$ cat src/hdl/e2r_pkg.sv
// Shared types, constants and arithmetic helpers for the Euler angle to
// rotation matrix block. Depends on nothing; every other file imports it.
package e2r_pkg;

    // CORDIC length and derived widths
    localparam int CORDIC_STAGES = 16;
    localparam int STG_W         = (CORDIC_STAGES > 1) ? $clog2(CORDIC_STAGES) : 1;
    localparam int PIPE_LEN      = CORDIC_STAGES + 5;

    // Angle constants, degrees times 128
    localparam logic signed [16:0] TURN_UNITS         = 17'sd46080;
    localparam logic signed [16:0] HALF_TURN_UNITS    = 17'sd23040;
    localparam logic signed [16:0] QUARTER_TURN_UNITS = 17'sd11520;

    // CORDIC start vector, gain-compensated, Q.30
    localparam logic signed [31:0] CORDIC_X0 = 32'sd652032874;

    // Lane order inside each cell
    localparam int LN_YAW   = 0;
    localparam int LN_PITCH = 1;
    localparam int LN_ROLL  = 2;
    localparam int LANES    = 3;

    typedef struct packed {
        logic signed [15:0] yaw_deg;
        logic signed [15:0] pitch_deg;
        logic signed [15:0] roll_deg;
    } t_in;

    typedef struct packed {
        logic signed [15:0] m00;
        logic signed [15:0] m01;
        logic signed [15:0] m02;
        logic signed [15:0] m10;
        logic signed [15:0] m11;
        logic signed [15:0] m12;
        logic signed [15:0] m20;
        logic signed [15:0] m21;
        logic signed [15:0] m22;
    } t_out;

    // One angle in flight through the CORDIC chain
    typedef struct packed {
        logic               neg;
        logic signed [31:0] x;
        logic signed [31:0] y;
        logic signed [31:0] z;
    } t_lane;

    // Arctangent of 2^-i in degrees times 2^23
    function automatic logic signed [31:0] atan_q23(input logic [4:0] idx);
        logic signed [31:0] v;
        unique case (idx)
            5'd0:    v = 32'sd377487360;
            5'd1:    v = 32'sd222843801;
            5'd2:    v = 32'sd117744544;
            5'd3:    v = 32'sd59768969;
            5'd4:    v = 32'sd30000467;
            5'd5:    v = 32'sd15014858;
            5'd6:    v = 32'sd7509261;
            5'd7:    v = 32'sd3754860;
            5'd8:    v = 32'sd1877458;
            5'd9:    v = 32'sd938733;
            5'd10:   v = 32'sd469367;
            5'd11:   v = 32'sd234683;
            5'd12:   v = 32'sd117342;
            5'd13:   v = 32'sd58671;
            5'd14:   v = 32'sd29336;
            5'd15:   v = 32'sd14668;
            5'd16:   v = 32'sd7334;
            5'd17:   v = 32'sd3667;
            5'd18:   v = 32'sd1833;
            5'd19:   v = 32'sd917;
            5'd20:   v = 32'sd458;
            5'd21:   v = 32'sd229;
            5'd22:   v = 32'sd115;
            5'd23:   v = 32'sd57;
            default: v = 32'sd0;
        endcase
        return v;
    endfunction

    // Q.30 product, rounded half up
    function automatic logic signed [31:0] mul_q30(input logic signed [31:0] a,
                                                   input logic signed [31:0] b);
        logic signed [63:0] p;
        p = a * b;
        p = p + (64'sd1 <<< 29);
        return p[61:30];
    endfunction

    // Q.30 sum to Q1.15, rounded and saturated
    function automatic logic signed [15:0] to_q15(input logic signed [33:0] v);
        logic signed [33:0] r;
        logic signed [15:0] q;
        r = (v + 34'sd16384) >>> 15;
        if (r > 34'sd32767) begin
            q = 16'sh7fff;
        end else if (r < -34'sd32768) begin
            q = 16'sh8000;
        end else begin
            q = r[15:0];
        end
        return q;
    endfunction

endpackage

$ cat src/hdl/e2r_prep.sv
// Angle range reduction ahead of the CORDIC chain: one turn, then fold to
// a quarter turn. Depends on e2r_pkg.
module e2r_prep
    import e2r_pkg::*;
(
    input  logic signed [15:0] i_angle,
    output t_lane              o_lane
);

    logic signed [16:0] a_ext;
    logic signed [16:0] a_turn;
    logic signed [16:0] a_fold;
    logic               neg;

    // Reduce to one turn, then move half a turn toward zero when needed
    always_comb begin
        a_ext = 17'(i_angle);
        if (a_ext >= HALF_TURN_UNITS) begin
            a_turn = a_ext - TURN_UNITS;
        end else if (a_ext < -HALF_TURN_UNITS) begin
            a_turn = a_ext + TURN_UNITS;
        end else begin
            a_turn = a_ext;
        end

        if (a_turn > QUARTER_TURN_UNITS) begin
            a_fold = a_turn - HALF_TURN_UNITS;
            neg    = 1'b1;
        end else if (a_turn < -QUARTER_TURN_UNITS) begin
            a_fold = a_turn + HALF_TURN_UNITS;
            neg    = 1'b1;
        end else begin
            a_fold = a_turn;
            neg    = 1'b0;
        end

        o_lane.neg = neg;
        o_lane.x   = CORDIC_X0;
        o_lane.y   = 32'sd0;
        o_lane.z   = 32'(a_fold) <<< 16;
    end

endmodule

$ cat config.mk
export PLATFORM = sky130hd
export DESIGN_NAME = e2r_prep
export DESIGN_NICKNAME = d
export VERILOG_FILES = /design/src/hdl/e2r_pkg.sv /design/src/hdl/e2r_prep.sv
export SDC_FILE = /design/constraint.sdc
export NUM_CORES = 1
export LEC_CHECK = 0
export ABC_AREA = 1
export BUFFER_PORTS_ARGS = -buffer_cell sky130_fd_sc_hd__buf_2
export CAP_MARGIN = 30
export CORE_MARGIN = 1.5
export CORE_UTILIZATION = 40
export DETAILED_ROUTE_END_ITERATION = 10
export PLACE_DENSITY_LB_ADDON = 0.1
export SYNTH_ARGS = -nofsm -noshare
export SYNTH_HDL_FRONTEND = slang
export SYNTH_SLANG_ARGS = --single-unit
$ cat constraint.sdc
create_clock -name vclk -period 2.75
set_clock_uncertainty 0.05 [all_clocks]
set_input_delay 0.275 -clock vclk [all_inputs]
set_output_delay 0.275 -clock vclk [all_outputs]
set_load 0.05 [all_outputs]
==> flow_metrics.env <==
export IMPL_p_switching_mw=0.510
export IMPL_library_cell_with_the_largest_summed_area_after_synthesis="sky130_fd_sc_hd__buf_4"
export IMPL_fin_util_pct=41.9
export IMPL_regArea_sq_um=0
export IMPL_groute_usage_overall_pct=12.0
export IMPL_groute_layer_met1_usage_pct=17.2
export IMPL_overflow=0
export IMPL_ys_seq_area_share_pct=0
export IMPL_fmax_mhz=392
export IMPL_combinationalPowerShare_pct=100.0
export IMPL_initial_antenna_violation_count=0
export IMPL_place_congestion=0.855
export IMPL_post_detailed_routing_wire_length_microns=2690
export IMPL_max_vdd_ir_drop_uv=213
export IMPL_flops_and_latches=0
export IMPL_area_of_the_core_sq_um=3740
export IMPL_start_kind="input pin"
export IMPL_run_status="finished clean"
export IMPL_syn_to_final_growth_pct=-1.34
export IMPL_timing_setup_critical_path_class="in -> out"
export IMPL_pwr_share_clk_pct=0
export IMPL_dp_final_hpwl_microns=2350
export IMPL_drive_gt1_share_pct=30.2
export IMPL_dr_pass1_iters=4
export IMPL_drt_antenna_violating_nets=0
export IMPL_fill_cells=422
export IMPL_critPathMaxFanout=7
export IMPL_layout_cells_most_common_list="80 x sky130_fd_sc_hd__conb_1, 54 x sky130_fd_sc_hd__nand2_1, 25 x sky130_fd_sc_hd__buf_2"
export IMPL_postSynthAreaPerCell_sq_um=6.26
export IMPL_mappedNetlistArea_sq_um=1590
export IMPL_starting_density_pct=42.4
export IMPL_dr_first_iter_drc_count=34
export IMPL_io_buffers=33
export IMPL_power_switching_fraction_pct=78.9
export IMPL_detail_route_wl_per_cell_microns=8.09
export IMPL_diodes=0
export IMPL_die_area_sq_um=4360
export IMPL_ios=113
export IMPL_gr_usage_met2_pct=20.6
export IMPL_worst_endpoint_arrival_ns=2.22
export IMPL_ys_types=27
export IMPL_dpl_cell_area_sq_um=1480
export IMPL_grt_start_max_net_pins=9
export IMPL_global_route_wire_length_before_repair_microns=4400
export IMPL_max_cap_viol_count=0
export IMPL_report_final_hold_viol_count=0
export IMPL_seq_power_share_pct=0
export IMPL_num_clock_buffers=0
export IMPL_layout_cells_non_filler=333
export IMPL_design_power_total_mw=0.646
export IMPL_power_per_cell_area_nw_per_um2=412
export IMPL_placedCellCount=330
export IMPL_final_nets=309
export IMPL_postSynthCellCount=254
export IMPL_stdcell_area_sq_um=1570
export IMPL_time_the_worst_path_needs_with_i_o_delays_and_setup_ns=2.55
export IMPL_required_time_of_the_critical_path_ns=2.42
export IMPL_route_vias_total=1307
export IMPL_yosys_warnings=0
export IMPL_setup_violations=0
export IMPL_timing_max_transition_violations_final=0
export IMPL_use_met3_pct=0.170
export IMPL_multi_input_logic_area_sq_um=1120
export IMPL_cts_hold_fix_buffers=0
export IMPL_floorplan_die_height_microns=66.0
export IMPL_route_detailed_drc=0
export IMPL_synth_top_cells_by_area="sky130_fd_sc_hd__buf_4 43%, sky130_fd_sc_hd__nand2_1 13%, sky130_fd_sc_hd__nand3_1 7.6%"
export IMPL_most_common_cell_after_layout_fill_and_taps_aside="sky130_fd_sc_hd__conb_1"
export IMPL_timing_critical_path_to_type="output port"
export IMPL_drt_vias_per_instance=3.92
export IMPL_cellLeakagePower_nw=0.983
export IMPL_row_count=22
export IMPL_share_of_the_synthesized_area_in_the_top_cell_type_pct=42.5
export IMPL_first_global_vias=1067
export IMPL_power_report_internal_total_mw=0.136
export IMPL_grt_busiest_layer="met2"
export IMPL_final_period_utilization_pct=92.7
export IMPL_die_width_microns=66.0
export IMPL_hold_class="in -> out"
==> cells in the mapped netlist (3+ instances only) <==
master,n
sky130_fd_sc_hd__xor2_1,3
sky130_fd_sc_hd__nand3_1,24
sky130_fd_sc_hd__o21ai_0,5
sky130_fd_sc_hd__inv_2,7
sky130_fd_sc_hd__nand2_1,56
sky130_fd_sc_hd__nor2_2,3
sky130_fd_sc_hd__nand3_2,3
sky130_fd_sc_hd__nor2_1,9
sky130_fd_sc_hd__buf_4,90
sky130_fd_sc_hd__nand2_4,9
sky130_fd_sc_hd__ha_1,6
sky130_fd_sc_hd__inv_1,15
sky130_fd_sc_hd__nand2_2,7
==> stage by stage <==
stage,hold slack [ns],TNS [ns],setup slack [ns]
floorplan,0.667,0,0.233
global placement,0.802,0,0.0329
detailed placement,0.802,0,0.0110
CTS,0.802,0,0.00389
global route,0.805,-0.0191,-0.0162
finish,0.801,0,0.201
==> power groups by stage <==
stage          Combinational, mW  Clock (mW)  Sequential [mW]
4_1_cts                    0.605           0                0
5_1_grt                    0.694           0                0
3_3_place_gp               0.608           0                0
3_5_place_dp               0.603           0                0
6_report                   0.646           0                0
2_1_floorplan              0.619           0                0
==> path summary, 6_finish.rpt <==
kind	start	to	slack [ns]	cells past startpoint
setup / recovery	i_angle[10]	o_lane[27]	0.20	20
hold / removal	i_angle[6]	o_lane[22]	0.80	2
==> repair_timing <==
item / CTS / global route
buffers inserted: 0 / 3
setup endpoints to repair: 0 / 8
gates resized for setup: 0 / 31
==> worst max-delay path: stages <==
cell and delay (ns):
sky130_fd_sc_hd__buf_2 0.11, sky130_fd_sc_hd__inv_1 0.06, sky130_fd_sc_hd__ha_1 0.19, sky130_fd_sc_hd__nand2_1 0.08, sky130_fd_sc_hd__nand3_2 0.13, sky130_fd_sc_hd__nand2_8 0.10
sky130_fd_sc_hd__buf_4 0.16, sky130_fd_sc_hd__nand2_1 0.07, sky130_fd_sc_hd__o21ai_2 0.06, sky130_fd_sc_hd__nand2_1 0.07, sky130_fd_sc_hd__nand2_1 0.09, sky130_fd_sc_hd__nand2_4 0.09
sky130_fd_sc_hd__inv_4 0.09, sky130_fd_sc_hd__nand2_4 0.06, sky130_fd_sc_hd__nand2_4 0.11, sky130_fd_sc_hd__nand3_2 0.08, sky130_fd_sc_hd__nand2_1 0.07, sky130_fd_sc_hd__nand2_1 0.04
sky130_fd_sc_hd__nand2_1 0.06, sky130_fd_sc_hd__clkbuf_4 0.22
==> cell families after synthesis <==
logic type / Yosys count / synth area share, %
and+or+nand+nor: 115 / 38.3
adders and majority gates: 6 / 4.72
xor gates and xnor gates: 4 / 2.21
AOI/OAI and AO/OA: 13 / 5.51
buffers and inverters: 114 / 48.8
other: 2 / 0.473
==> metal layers <==
layer / vias to the layer above / wire length (microns)
met5: - / 0
met2: 74 / 1220
met3: 0 / 210
met4: 0 / 0
met1: 546 / 1260
li1: 687 / -
==> final cells by class <==
type               instances  share of cell area [%]
multi-input cells        218                    71.7
repair buffers            44                    18.5
well taps                 48                    3.83
inverters                 23                    5.99
(Power assumes the default switching activity.)
